==> src/sampled_dc_variance_pulse_meter_core_defines.svh <==
// Assertion macros used by the meter core RTL.
`ifndef SAMPLED_DC_VARIANCE_PULSE_METER_CORE_DEFINES_SVH
`define SAMPLED_DC_VARIANCE_PULSE_METER_CORE_DEFINES_SVH

// Checks a condition against another in the same cycle, outside reset.
`define SDVPM_ASSERT_NOW(label, ante, cons, msg) \
  label: assert property (@(posedge clk) disable iff (rst) (ante) |-> (cons)) \
    else $error(msg);

// Checks a condition in the cycle after its trigger, outside reset.
`define SDVPM_ASSERT_NEXT(label, ante, cons, msg) \
  label: assert property (@(posedge clk) disable iff (rst) (ante) |=> (cons)) \
    else $error(msg);

`endif

==> src/sdvpm_pkg.sv <==
// Types and constants of the sampled DC, variance and pulse meter.
package sdvpm_pkg;

  // Field widths.
  localparam int SAMPLE_W = 12;
  localparam int EDGE_W   = 16;
  localparam int TOTAL_W  = 16;
  localparam int VAR_W    = 22;

  // Mean and variance are taken over a fixed pair of samples.
  localparam int PAIR_LEN   = 2;
  localparam int PAIR_SHIFT = $clog2(PAIR_LEN);
  localparam int PHASE_W    = (PAIR_SHIFT > 0) ? PAIR_SHIFT : 1;
  localparam int SQ_W       = 2 * SAMPLE_W + PAIR_SHIFT;
  localparam int SUM_W      = SAMPLE_W + PAIR_SHIFT;
  localparam logic [VAR_W-1:0] VAR_MAX = '1;

  // Configuration port.
  localparam int PADDR_W = 3;
  localparam int PDATA_W = 32;
  localparam logic ADDR_MEASURE_MODE  = 1'b0;
  localparam logic ADDR_MOVING_WINDOW = 1'b1;

  typedef enum logic [1:0] {
    MODE_DC    = 2'd0,
    MODE_PAIR  = 2'd1,
    MODE_IDLE  = 2'd2,
    MODE_PULSE = 2'd3
  } measure_mode_t;

  typedef struct packed {
    logic                tick_overflow;
    logic [SAMPLE_W-1:0] adc_sample;
    logic [EDGE_W-1:0]   edge_count;
  } sample_item_t;

  typedef struct packed {
    logic [SAMPLE_W-1:0] dc_level;
    logic [VAR_W-1:0]    variance_level;
    logic [EDGE_W-1:0]   pulses;
    logic                updated;
  } result_item_t;

endpackage

==> src/sampled_dc_variance_pulse_meter_core.sv <==
// Sampled DC average, pair variance and pulse count meter: one timer tick per item.
// The block takes one item per clock cycle while sample_stall is low and returns one result
// item per input item through the update stage and output registers. The rate is set by the
// read-modify-write of the sample ring: the ring entry is read in the accept cycle and
// written back when the item leaves the update stage, through one read and one write port.
// The ring holds WINDOW_LEN samples with a valid bit per entry, so it needs no clearing pass
// after reset. Mode and window kind are to be written by the user through the APB port at
// byte addresses 0 and 4 only while no item is in flight; the block does not enforce it.
`include "sampled_dc_variance_pulse_meter_core_defines.svh"

module sampled_dc_variance_pulse_meter_core
  import sdvpm_pkg::*;
#(
  parameter int WINDOW_LEN = 16,
  parameter int DC_DIVIDE  = 8
) (
  input  logic               clk,
  input  logic               rst,
  input  logic               sample_valid,
  output logic               sample_stall,
  input  sample_item_t       sample,
  output logic               result_valid,
  input  logic               result_stall,
  output result_item_t       result,
  input  logic               psel,
  input  logic               penable,
  input  logic               pwrite,
  input  logic [PADDR_W-1:0] paddr,
  input  logic [PDATA_W-1:0] pwdata,
  output logic [PDATA_W-1:0] prdata,
  output logic               pready
);

  localparam int POS_W       = $clog2(WINDOW_LEN);
  localparam int PRE_W       = (DC_DIVIDE > 1) ? $clog2(DC_DIVIDE) : 1;
  localparam int RECIP_SHIFT = TOTAL_W + POS_W;
  localparam int RECIP_W     = TOTAL_W + 1;
  localparam int PROD_W      = RECIP_SHIFT + SAMPLE_W;
  localparam logic [RECIP_W-1:0] RECIP_MULT =
    RECIP_W'(((64'd1 << RECIP_SHIFT) + 64'(WINDOW_LEN) - 64'd1) / 64'(WINDOW_LEN));
  localparam logic [PRE_W-1:0] LAST_PRE   = PRE_W'(DC_DIVIDE - 1);
  localparam logic [POS_W-1:0] LAST_POS   = POS_W'(WINDOW_LEN - 1);
  localparam logic [PHASE_W-1:0] LAST_PHASE = PHASE_W'(PAIR_LEN - 1);

  // Configuration registers.
  measure_mode_t measure_mode;
  logic          moving_window;
  logic          cfg_write;

  // Handshake.
  logic s1_valid;
  logic s1_move;
  logic s1_fire;
  logic accept;

  // Accept stage.
  logic [PRE_W-1:0] dc_prescale;
  logic [PRE_W-1:0] pre_next;
  logic [POS_W-1:0] window_pos;
  logic [POS_W-1:0] pos_next;
  logic             dc_count;
  logic             dc_go;

  // Update stage payload.
  sample_item_t     s1_item;
  logic             s1_dc_go;
  logic [POS_W-1:0] s1_pos;

  // Sample ring.
  logic [SAMPLE_W-1:0]   window_store [WINDOW_LEN];
  logic [WINDOW_LEN-1:0] store_valid;
  logic [SAMPLE_W-1:0]   ring_rdata;
  logic                  old_ok;
  logic                  mem_we;

  // Held state.
  logic [TOTAL_W-1:0]  window_total, window_total_next;
  logic [SAMPLE_W-1:0] dc_hold, dc_hold_next;
  logic [PHASE_W-1:0]  pair_phase, pair_phase_next;
  logic [SQ_W-1:0]     square_total, square_total_next;
  logic [SUM_W-1:0]    sample_total, sample_total_next;
  logic [VAR_W-1:0]    variance_hold, variance_hold_next;
  logic [EDGE_W-1:0]   previous_edges, previous_edges_next;
  logic [EDGE_W-1:0]   pulse_hold, pulse_hold_next;
  logic                upd;

  // Datapath.
  logic [SAMPLE_W-1:0]   old_val;
  logic [TOTAL_W-1:0]    total_moving;
  logic [TOTAL_W-1:0]    total_block;
  logic [TOTAL_W-1:0]    div_in;
  logic [PROD_W-1:0]     div_prod;
  logic [SAMPLE_W-1:0]   dc_avg;
  logic [2*SAMPLE_W-1:0] val_sq;
  logic [SQ_W-1:0]       sq_sum;
  logic [SUM_W-1:0]      smp_sum;
  logic [PHASE_W-1:0]    phase_step;
  logic [SAMPLE_W-1:0]   pair_mean;
  logic [2*SAMPLE_W-1:0] mean_sq;
  logic [2*SAMPLE_W-1:0] sq_mean;
  logic [2*SAMPLE_W:0]   var_diff;
  logic [VAR_W-1:0]      var_sat;
  logic [EDGE_W-1:0]     pulse_diff;

  // Configuration writes and reads; the register index is the word address.
  assign pready    = 1'b1;
  assign cfg_write = psel && penable && pwrite;

  always_ff @(posedge clk) begin
    if (rst) begin
      measure_mode  <= MODE_DC;
      moving_window <= 1'b1;
    end else if (cfg_write) begin
      unique case (paddr[2])
        ADDR_MEASURE_MODE:  measure_mode  <= measure_mode_t'(pwdata[1:0]);
        ADDR_MOVING_WINDOW: moving_window <= pwdata[0];
        default: ;
      endcase
    end
  end

  always_comb begin
    prdata = '0;
    unique case (paddr[2])
      ADDR_MEASURE_MODE:  prdata = {{(PDATA_W-2){1'b0}}, measure_mode};
      ADDR_MOVING_WINDOW: prdata = {{(PDATA_W-1){1'b0}}, moving_window};
      default:            prdata = '0;
    endcase
  end

  // The update stage moves when the output register is empty or being taken.
  assign s1_move      = !result_valid || !result_stall;
  assign s1_fire      = s1_valid && s1_move;
  assign sample_stall = s1_valid && !s1_move;
  assign accept       = sample_valid && !sample_stall;

  // Prescaler steps per accepted DC tick, ring position on its wrap, for the ring read.
  assign pre_next = (dc_prescale == LAST_PRE) ? '0 : dc_prescale + 1'b1;
  assign pos_next = (window_pos == LAST_POS) ? '0 : window_pos + 1'b1;
  assign dc_count = sample.tick_overflow && (measure_mode == MODE_DC);
  assign dc_go    = dc_count && (pre_next == '0);

  always_ff @(posedge clk) begin
    if (rst) begin
      dc_prescale <= '0;
      window_pos  <= '0;
    end else if (accept && dc_count) begin
      dc_prescale <= pre_next;
      if (dc_go) begin
        window_pos <= pos_next;
      end
    end
  end

  // Update stage register.
  always_ff @(posedge clk) begin
    if (rst) begin
      s1_valid <= 1'b0;
    end else if (accept) begin
      s1_valid <= 1'b1;
    end else if (s1_fire) begin
      s1_valid <= 1'b0;
    end
  end

  always_ff @(posedge clk) begin
    if (accept) begin
      s1_item  <= sample;
      s1_dc_go <= dc_go;
      s1_pos   <= pos_next;
    end
  end

  // Sample ring: read at acceptance, written back when the item leaves the update stage.
  // Consecutive averaging ticks always use neighboring entries, so a read never meets the
  // write of the same entry.
  assign mem_we = s1_fire && s1_dc_go && moving_window;

  always_ff @(posedge clk) begin
    if (accept) begin
      ring_rdata <= window_store[pos_next];
    end
    if (mem_we) begin
      window_store[s1_pos] <= s1_item.adc_sample;
    end
  end

  // An entry never written reads as zero.
  always_ff @(posedge clk) begin
    if (rst) begin
      store_valid <= '0;
    end else if (mem_we) begin
      store_valid[s1_pos] <= 1'b1;
    end
  end

  always_ff @(posedge clk) begin
    if (accept) begin
      old_ok <= store_valid[pos_next];
    end
  end

  // Window sums and the division by the window length as a reciprocal multiply.
  assign old_val      = old_ok ? ring_rdata : '0;
  assign total_moving = window_total - TOTAL_W'(old_val) + TOTAL_W'(s1_item.adc_sample);
  assign total_block  = window_total + TOTAL_W'(s1_item.adc_sample);
  assign div_in       = moving_window ? total_moving : total_block;
  assign div_prod     = PROD_W'(div_in) * PROD_W'(RECIP_MULT);
  assign dc_avg       = div_prod[RECIP_SHIFT +: SAMPLE_W];

  // Pair sums, mean and variance with saturation.
  assign val_sq     = (2*SAMPLE_W)'(s1_item.adc_sample) * (2*SAMPLE_W)'(s1_item.adc_sample);
  assign sq_sum     = square_total + SQ_W'(val_sq);
  assign smp_sum    = sample_total + SUM_W'(s1_item.adc_sample);
  assign phase_step = (pair_phase == LAST_PHASE) ? '0 : pair_phase + 1'b1;
  assign pair_mean  = smp_sum[SUM_W-1 -: SAMPLE_W];
  assign mean_sq    = (2*SAMPLE_W)'(pair_mean) * (2*SAMPLE_W)'(pair_mean);
  assign sq_mean    = sq_sum[SQ_W-1 -: 2*SAMPLE_W];
  assign var_diff   = {1'b0, sq_mean} - {1'b0, mean_sq};
  assign var_sat    = (var_diff[2*SAMPLE_W:VAR_W] != '0) ? VAR_MAX : var_diff[VAR_W-1:0];

  // Edge counter difference wraps with the counter.
  assign pulse_diff = s1_item.edge_count - previous_edges;

  // Next values of the held state for the item in the update stage.
  always_comb begin
    window_total_next   = window_total;
    dc_hold_next        = dc_hold;
    pair_phase_next     = pair_phase;
    square_total_next   = square_total;
    sample_total_next   = sample_total;
    variance_hold_next  = variance_hold;
    previous_edges_next = previous_edges;
    pulse_hold_next     = pulse_hold;
    upd                 = 1'b0;
    if (s1_item.tick_overflow) begin
      unique case (measure_mode)
        MODE_DC: begin
          if (s1_dc_go) begin
            if (moving_window) begin
              window_total_next = total_moving;
              dc_hold_next      = dc_avg;
              upd               = 1'b1;
            end else if (s1_pos == '0) begin
              window_total_next = '0;
              dc_hold_next      = dc_avg;
              upd               = 1'b1;
            end else begin
              window_total_next = total_block;
            end
          end
        end
        MODE_PAIR: begin
          pair_phase_next = phase_step;
          if (phase_step == '0) begin
            square_total_next  = '0;
            sample_total_next  = '0;
            dc_hold_next       = pair_mean;
            variance_hold_next = var_sat;
            upd                = 1'b1;
          end else begin
            square_total_next = sq_sum;
            sample_total_next = smp_sum;
          end
        end
        MODE_IDLE: ;
        MODE_PULSE: begin
          pulse_hold_next     = pulse_diff;
          previous_edges_next = s1_item.edge_count;
          upd                 = 1'b1;
        end
        default: ;
      endcase
    end
  end

  always_ff @(posedge clk) begin
    if (rst) begin
      window_total   <= '0;
      dc_hold        <= '0;
      pair_phase     <= '0;
      square_total   <= '0;
      sample_total   <= '0;
      variance_hold  <= '0;
      previous_edges <= '0;
      pulse_hold     <= '0;
    end else if (s1_fire) begin
      window_total   <= window_total_next;
      dc_hold        <= dc_hold_next;
      pair_phase     <= pair_phase_next;
      square_total   <= square_total_next;
      sample_total   <= sample_total_next;
      variance_hold  <= variance_hold_next;
      previous_edges <= previous_edges_next;
      pulse_hold     <= pulse_hold_next;
    end
  end

  // Output register.
  always_ff @(posedge clk) begin
    if (rst) begin
      result_valid <= 1'b0;
    end else if (s1_fire) begin
      result_valid <= 1'b1;
    end else if (!result_stall) begin
      result_valid <= 1'b0;
    end
  end

  always_ff @(posedge clk) begin
    if (s1_fire) begin
      result.dc_level       <= dc_hold_next;
      result.variance_level <= variance_hold_next;
      result.pulses         <= pulse_hold_next;
      result.updated        <= upd;
    end
  end

  // An accepted item always reaches the update stage.
  `SDVPM_ASSERT_NEXT(a_accept_fills_stage, accept, s1_valid, "accepted item did not enter the update stage")
  // While the update stage waits, the ring read data must stay put.
  `SDVPM_ASSERT_NEXT(a_stall_keeps_read, s1_valid && !s1_move, s1_valid && $stable(ring_rdata) && $stable(old_ok), "ring read data changed under a stall")
  // A finished update always shows up as a result item.
  `SDVPM_ASSERT_NEXT(a_fire_gives_result, s1_fire, result_valid, "update finished without a result item")
  // A ring read never targets the entry being written back in the same cycle.
  `SDVPM_ASSERT_NOW(a_ring_no_collision, accept && mem_we, pos_next != s1_pos, "ring read and write hit the same entry")

endmodule
==> config.mk <==
export PLATFORM = sky130hd
export DESIGN_NAME = sampled_dc_variance_pulse_meter_core
export DESIGN_NICKNAME = d
export VERILOG_FILES = /design/src/sdvpm_pkg.sv /design/src/sampled_dc_variance_pulse_meter_core.sv
export VERILOG_INCLUDE_DIRS = /design/src /design/src/src
export SDC_FILE = /design/constraint.sdc
export NUM_CORES = 1
export LEC_CHECK = 0
export ABC_AREA = 1
export BUFFER_PORTS_ARGS = -buffer_cell sky130_fd_sc_hd__buf_2
export CAP_MARGIN = 25
export CORE_ASPECT_RATIO = 0.7
export CORE_UTILIZATION = 45
export CTS_CLUSTER_DIAMETER = 30
export DETAILED_ROUTE_END_ITERATION = 8
export PLACE_DENSITY = 0.63
export SLEW_MARGIN = 5
export SYNTH_ARGS = -nofsm -noshare
export SYNTH_HDL_FRONTEND = slang
export SYNTH_SLANG_ARGS = --single-unit
==> constraint.sdc <==
create_clock -name clk -period 7.8 [get_ports clk]
set_input_delay 0.78 -clock clk [delete_from_list [all_inputs] [get_ports clk]]
set_output_delay 0.78 -clock clk [all_outputs]
set_load 0.05 [all_outputs]
---- Yosys cells after proc, flatten, opt, wreduce, memory -nomap -nowiden ----
Memory sizes are Yosys's and may differ from the RTL's. A register that Yosys moved wholly into a read port is not among the register bits.
Cells that the tools add are included.
word-level totals
  register bits after elaboration ......... 235
  memories kept ........................... 1
  output and inout port bits .............. 86
  RAM bits ................................ 192
  input port bits ......................... 71
memory list
  name          words  width  read ports  clocked after Yosys merged registers in  wr ports  RTL line                                    source
  window_store  16     12     1           1                                        1         sampled_dc_variance_pulse_meter_core.sv:70  logic [SAMPLE_W-1:0] window_store [WINDOW_LEN];
cells by class
  add/subtract/negate cells ............... 10
  bitwise operators ....................... 2
  reduce and logical (&&, ||, !) cells .... 27
  magnitude comparators ................... 3
  $mul .................................... 2
  muxes and demuxes ....................... 37
  equality and inequality tests ........... 5
operators with widths
  cell                                                                           number
  22-bit two-way mux                                                             4
  16-bit two-way mux                                                             5
  12-bit two-way mux                                                             6
  32-bit case mux with 2 select lines                                            1
  12-bit by 12-bit multiplier with 24-bit output                                 2
  16-bit by 12-bit adder with 16-bit output                                      2
  25-bit by 24-bit adder with 25-bit output                                      1
  25-bit two-way mux                                                             1
  24-bit by 24-bit subtractor with 25-bit output                                 1
  12-bit case mux with 2 select lines                                            1
  16-bit bitwise OR                                                              1
  16-bit by 12-bit subtractor with 16-bit output                                 1
  16-bit subtractor                                                              1
  13-bit by 12-bit adder with 13-bit output                                      1
  1-bit two-way mux                                                              13
  13-bit two-way mux                                                             1
  1-bit logical AND                                                              11
  4-bit by 5-bit less-than comparator with 1-bit output (second input constant)  2
  2-bit AND reduction                                                            3
  3-bit AND reduction                                                            2
  4-bit by 1-bit adder with 4-bit output (second input constant)                 1
  1-bit binary-select mux with 4-bit select                                      1
  1-bit demux with 4-bit select                                                  1
  4-bit == test (second input constant)                                          1
  19 further kinds                                                               22

---- Depth between registers and ports, before layout ----
  word-level depth ........................ 9
  gate-level depth with buffers ........... 42
  depth with buffers taken out ............ 40

---- Worst setup path after synthesis ----
Ideal clock, no wire load.
  kind .................................... register -> register
  start point ............................. register s1_item[16] (netlist name)
  end point ............................... register result[35] (netlist name) (data pin)
  cell stages (with the launch flop) ...... 40
  period minus slack after synthesis ...... 8603 ps
  path slack .............................. -803 ps
  data arrival time ....................... 8352 ps
  cells stage by stage .................... edfxtp_1 clkbuf_1 nand2_1 fa_1 fa_1 inv_1 fa_1 fa_1 inv_1 fa_1 inv_1 ha_1 a21oi_1 nor2_1 nor2_1 a21boi_2 o21bai_1 xor2_1 [... 4 more ...] fa_1 inv_1 ha_1 nand2_1 inv_1 nand2_1 inv_1 nand2_1 nand2_1 nand2_1 nand3_1 nand2_1 nand2_2 nor2_4 buf_12 nand3_2 nand2_2 inv_1
on the way
  longest elaborated chain between the ends .. 8
  elaborated cells on any way between the ends .. 10
  classes of those cells .................. add/sub: 3; mul: 2; mux: 4; reduce/logical: 1
ends and longest elaborated chain
  item                                                                                                                RTL line                                                                                  source
  start, declared                                                                                                     sampled_dc_variance_pulse_meter_core.sv:65                                                sample_item_t s1_item;
  start signal, assigned                                                                                              sampled_dc_variance_pulse_meter_core.sv:168                                               s1_item <= sample;
  12-bit by 12-bit multiplier with 24-bit output / 13-bit by 12-bit adder with 13-bit output (equally long branches)  sampled_dc_variance_pulse_meter_core.sv:212, sampled_dc_variance_pulse_meter_core.sv:214
  25-bit by 24-bit adder with 25-bit output / 12-bit by 12-bit multiplier with 24-bit output (equally long branches)  sampled_dc_variance_pulse_meter_core.sv:213, sampled_dc_variance_pulse_meter_core.sv:217
  24-bit by 24-bit subtractor with 25-bit output *                                                                    sampled_dc_variance_pulse_meter_core.sv:219                                               assign var_diff = {1'b0, sq_mean} - {1'b0, mean_sq};
  3-bit nonzero test                                                                                                  sampled_dc_variance_pulse_meter_core.sv:220                                               assign var_sat = (var_diff[2*SAMPLE_W:VAR_W] != '0) ? VAR_MAX : var_diff[VAR_W-1:0];
  22-bit two-way mux *                                                                                                sampled_dc_variance_pulse_meter_core.sv:220
  22-bit two-way mux *                                                                                                sampled_dc_variance_pulse_meter_core.sv:255                                               if (phase_step == '0) begin
  22-bit two-way mux *                                                                                                sampled_dc_variance_pulse_meter_core.sv:237                                               unique case (measure_mode)
  22-bit two-way mux *                                                                                                sampled_dc_variance_pulse_meter_core.sv:236                                               if (s1_item.tick_overflow) begin
  net variance_hold_next[18]                                                                                          sampled_dc_variance_pulse_meter_core.sv:82                                                logic [VAR_W-1:0] variance_hold, variance_hold_next;
  end, declared                                                                                                       sampled_dc_variance_pulse_meter_core.sv:24                                                output result_item_t result,
The timed path passes the listed nets; every way through them passes the cells marked *.
A chain may end at the register's enable or synchronous reset.

---- Worst setup path in the final report ----
  start point ............................. register s1_item[17] (netlist name)
  end point ............................... register result[36] (netlist name) (data pin)
Same word-level chain as after synthesis.

==> flow_metrics.env <==
export IMPL_status="complete, but fails checks"
export IMPL_failed_checks="setup timing"
export IMPL_routabilityCongestion=0.914
export IMPL_nets=4460
export IMPL_rsz0062_at_grt="true"
export IMPL_synth_simple_area_share_pct=18.2
export IMPL_synth_cells=3657
export IMPL_ys_types=58
export IMPL_setup_violations=44
export IMPL_hold_viol_final=0
export IMPL_grt_antenna_before_repair=1
export IMPL_critPathArrivalTime_ns=8.76
export IMPL_clk_pin_slew_worst_paths_ns=0.06
export IMPL_drtIter0Drc=2395
export IMPL_grtUsageTotal_pct=24.1
export IMPL_synthAdderAreaFrac_pct=21.2
export IMPL_core_sq_um=68600
export IMPL_synth_top_cell_area_share_pct=27.8
export IMPL_routed_wirelength_mm=84.8
export IMPL_slowest_delay_ns=0.54
export IMPL_route_met3_wl_mm=7.45
export IMPL_worstHoldPathType="in2reg"
export IMPL_synth_compound_area_share_pct=10.6
export IMPL_r2r_end="result[36]"
export IMPL_die_x_um=318
export IMPL_numClockSinks=439
export IMPL_worstPathMaxFanout=6
export IMPL_synth_seq_area_share_pct=37.3
export IMPL_async_flop_share_pct=0
export IMPL_whs_ns=0.321
export IMPL_setup_ws_ns=-0.597
export IMPL_synth_area_sq_um=31400
export IMPL_wl_met2_mm=33.9
export IMPL_grt_pass1_vias=23913
export IMPL_io_pins=157
export IMPL_via_per_inst=5.10
export IMPL_rrSetupSlack_ns=-0.60
export IMPL_min_to="s1_item[15]"
export IMPL_ctsHoldBuffers=0
export IMPL_grt_pass1_wl_mm=134
export IMPL_hp_start="sample[15]"
export IMPL_fillers=6127
export IMPL_wl_met1_mm=42.5
export IMPL_synth_area_leaders="edfxtp_1 28%, fa_1 14%, dfxtp_1 9.5%"
export IMPL_synth_seq_cells=439
export IMPL_synth_top_family_by_area="adder cells"
export IMPL_synth_area_leader_cell="edfxtp_1"
export IMPL_wire_per_inst_um=17.1
export IMPL_cp_start_kind="flip-flop"
export IMPL_htree_levels=3
export IMPL_yosysWarnings=0
export IMPL_std_cell_rows=80
export IMPL_cts_root_buffer_cell="clkbuf_16"
export IMPL_clockBufferDepth=3
export IMPL_worstPathRequired_ns=8.16
export IMPL_r2r_start="s1_item[17]"
export IMPL_slew_viol_final=0
export IMPL_cp_slowest_cell="edfxtp_1"
export IMPL_fin_skew_ns=0.0492
export IMPL_cts_buffers=74
export IMPL_hold_depth=1
export IMPL_drive_above_1_share_pct=19.4
export IMPL_fin_crit_ns=8.40
export IMPL_relSlewSlack_pct=28.4
export IMPL_vias=25250
export IMPL_clock_latency_ns=0.64
export IMPL_synth_xor_area_share_pct=1.65
export IMPL_critical_path_class="reg2reg"
export IMPL_firstDrtPassIters=5
export IMPL_max_freq_ghz=0.119
export IMPL_grt_max_degree=73
export IMPL_tightest_slew_ns=1.07
export IMPL_cts_tree="built"
export IMPL_start_util_pct=45.7
export IMPL_dieArea_sq_um=70800
export IMPL_portBuffers=93
export IMPL_r2r_cells=41
export IMPL_dp_hpwl_mm=60.6
export IMPL_drc_errors=0
export IMPL_grt_overflow=0
export IMPL_cap_violations=0
export IMPL_synth_ff_type="edfxtp_1"
export IMPL_areaGrowthSynthToFinish_pct=21.6
export IMPL_avgSynthCellArea_sq_um=8.58
export IMPL_die_height_um=223
export IMPL_fin_crit_sh_pct=108
export IMPL_crit_path_end_kind="flip-flop"
export IMPL_routed_top_layer="met4"
export IMPL_final_antenna_net_count=0
export IMPL_muxShareOfSynthArea_pct=0.0319
export IMPL_synth_edff_count=290
[cells in the mapped netlist, drive strengths merged, types with 2 or more instances]
cell type,count
inv,706
nand2,681
nor2,346
edfxtp,290
o21ai,239
a21oi,235
fa,219
ha,181
nand3,181
dfxtp,149
clkbuf,88
buf,67
xor2,41
o221ai,35
or2,30
nor3,27
nand4,23
o211ai,22
xnor2,18
o22ai,16
nand3b,13
o21bai,10
and2,8
a21o,6
a211oi,4
a31oi,4
clkinv,3
a221oi,2
a31o,2
conb,2
o21a,2
[metal layers]
metal | vias to the layer above | GRT usage (%)
met5 | - | 0
met4 | 0 | 4.45
met3 | 76 | 4.40
met2 | 874 | 33.5
met1 | 11962 | 38.7
li1 | 12338 | -
[state kept, by name (all words and copies together) (netlist names), 22 cells and up]
name	flops
variance_hold	22
result	51
square_total	25
s1_item	29
window_store	192
[stage by stage]
stage	utilization [%]	setup TNS [ns]	cells	worst slack (ns)	cell area, sq um
2_1_floorplan	-	-14.62	3686	-0.393	31700
3_3_place_gp	50.1	-22.01	4769	-0.598	34400
3_5_place_dp	50.2	-25.69	4772	-0.676	34400
4_1_cts	54.8	-20.56	4934	-0.549	37600
5_1_grt	55.6	-36.98	4952	-0.923	38100
6_report	55.6	-22.77	4953	-0.597	38100
[repair_timing]
item | 4_1_cts | 5_1_grt
buffers inserted | 24 | 16
cloned | 1 | 2
resized for setup | 63 | 92
pin swaps | 14 | 49
setup endpoints to repair | 44 | 44
[critical path, delay by kind of cell (launching register included)]
family | cells | cell delay (ns)
fa+ha+maj | 11 | 4.80
simple gates | 13 | 1.14
buf+inv | 11 | 0.68
compound gates | 4 | 0.64
flops | 1 | 0.54
xor+xnor | 2 | 0.32
[layout make-up]
type | count | area [sq um] | area share, %
multi-input combinational | 2383 | 17100 | 45.0
sequential | 439 | 11700 | 30.7
timing repair buffer | 382 | 2820 | 7.38
inverter | 709 | 2670 | 6.99
clock buffer | 90 | 1960 | 5.15
tap | 902 | 1130 | 2.96
clock inverter | 47 | 722 | 1.89
antenna | 1 | 2.50 | 0.00656
[kinds of logic after synthesis]
family	after synthesis
AND/OR/NAND/NOR	1310
buffers and inverters	864
AO/OA/AOI/OAI	582
flip-flops	439
adder cells (fa/ha/maj)	400
XOR/XNOR	59
other	2
multiplexers	1
[cells in the final DEF (no fill, tap or decap), types with 29 or more instances in the layout]
cell type	n
nor2_1	317
a21oi_1	196
inv_1	671
buf_2	92
nand2_1	617
or2_2	29
nand3_1	154
a21oi_2	29
o21ai_0	222
nand2_2	47
fa_1	212
inv_2	35
buf_4	266
xor2_1	36
ha_1	163
clkbuf_16	76
conb_1	31
o221ai_1	35
edfxtp_1	290
dfxtp_1	149
[how the worst max path moves through the flow]
stage	startpoint	slack, ns	depth (start not counted)	endpoint
floorplan	s1_item[16]	-0.39	38	result[35]
global placement	s1_item[22]	-0.60	37	result[36]
detailed placement	s1_item[18]	-0.68	37	result[36]
CTS	s1_item[17]	-0.55	37	result[36]
global route	s1_item[18]	-0.92	38	result[36]
finish	s1_item[17]	-0.60	41	result[36]
Power is left out: the tool's default activity adds up to more than one toggle a clock period on the data nets, which glitch-free logic cannot reach.
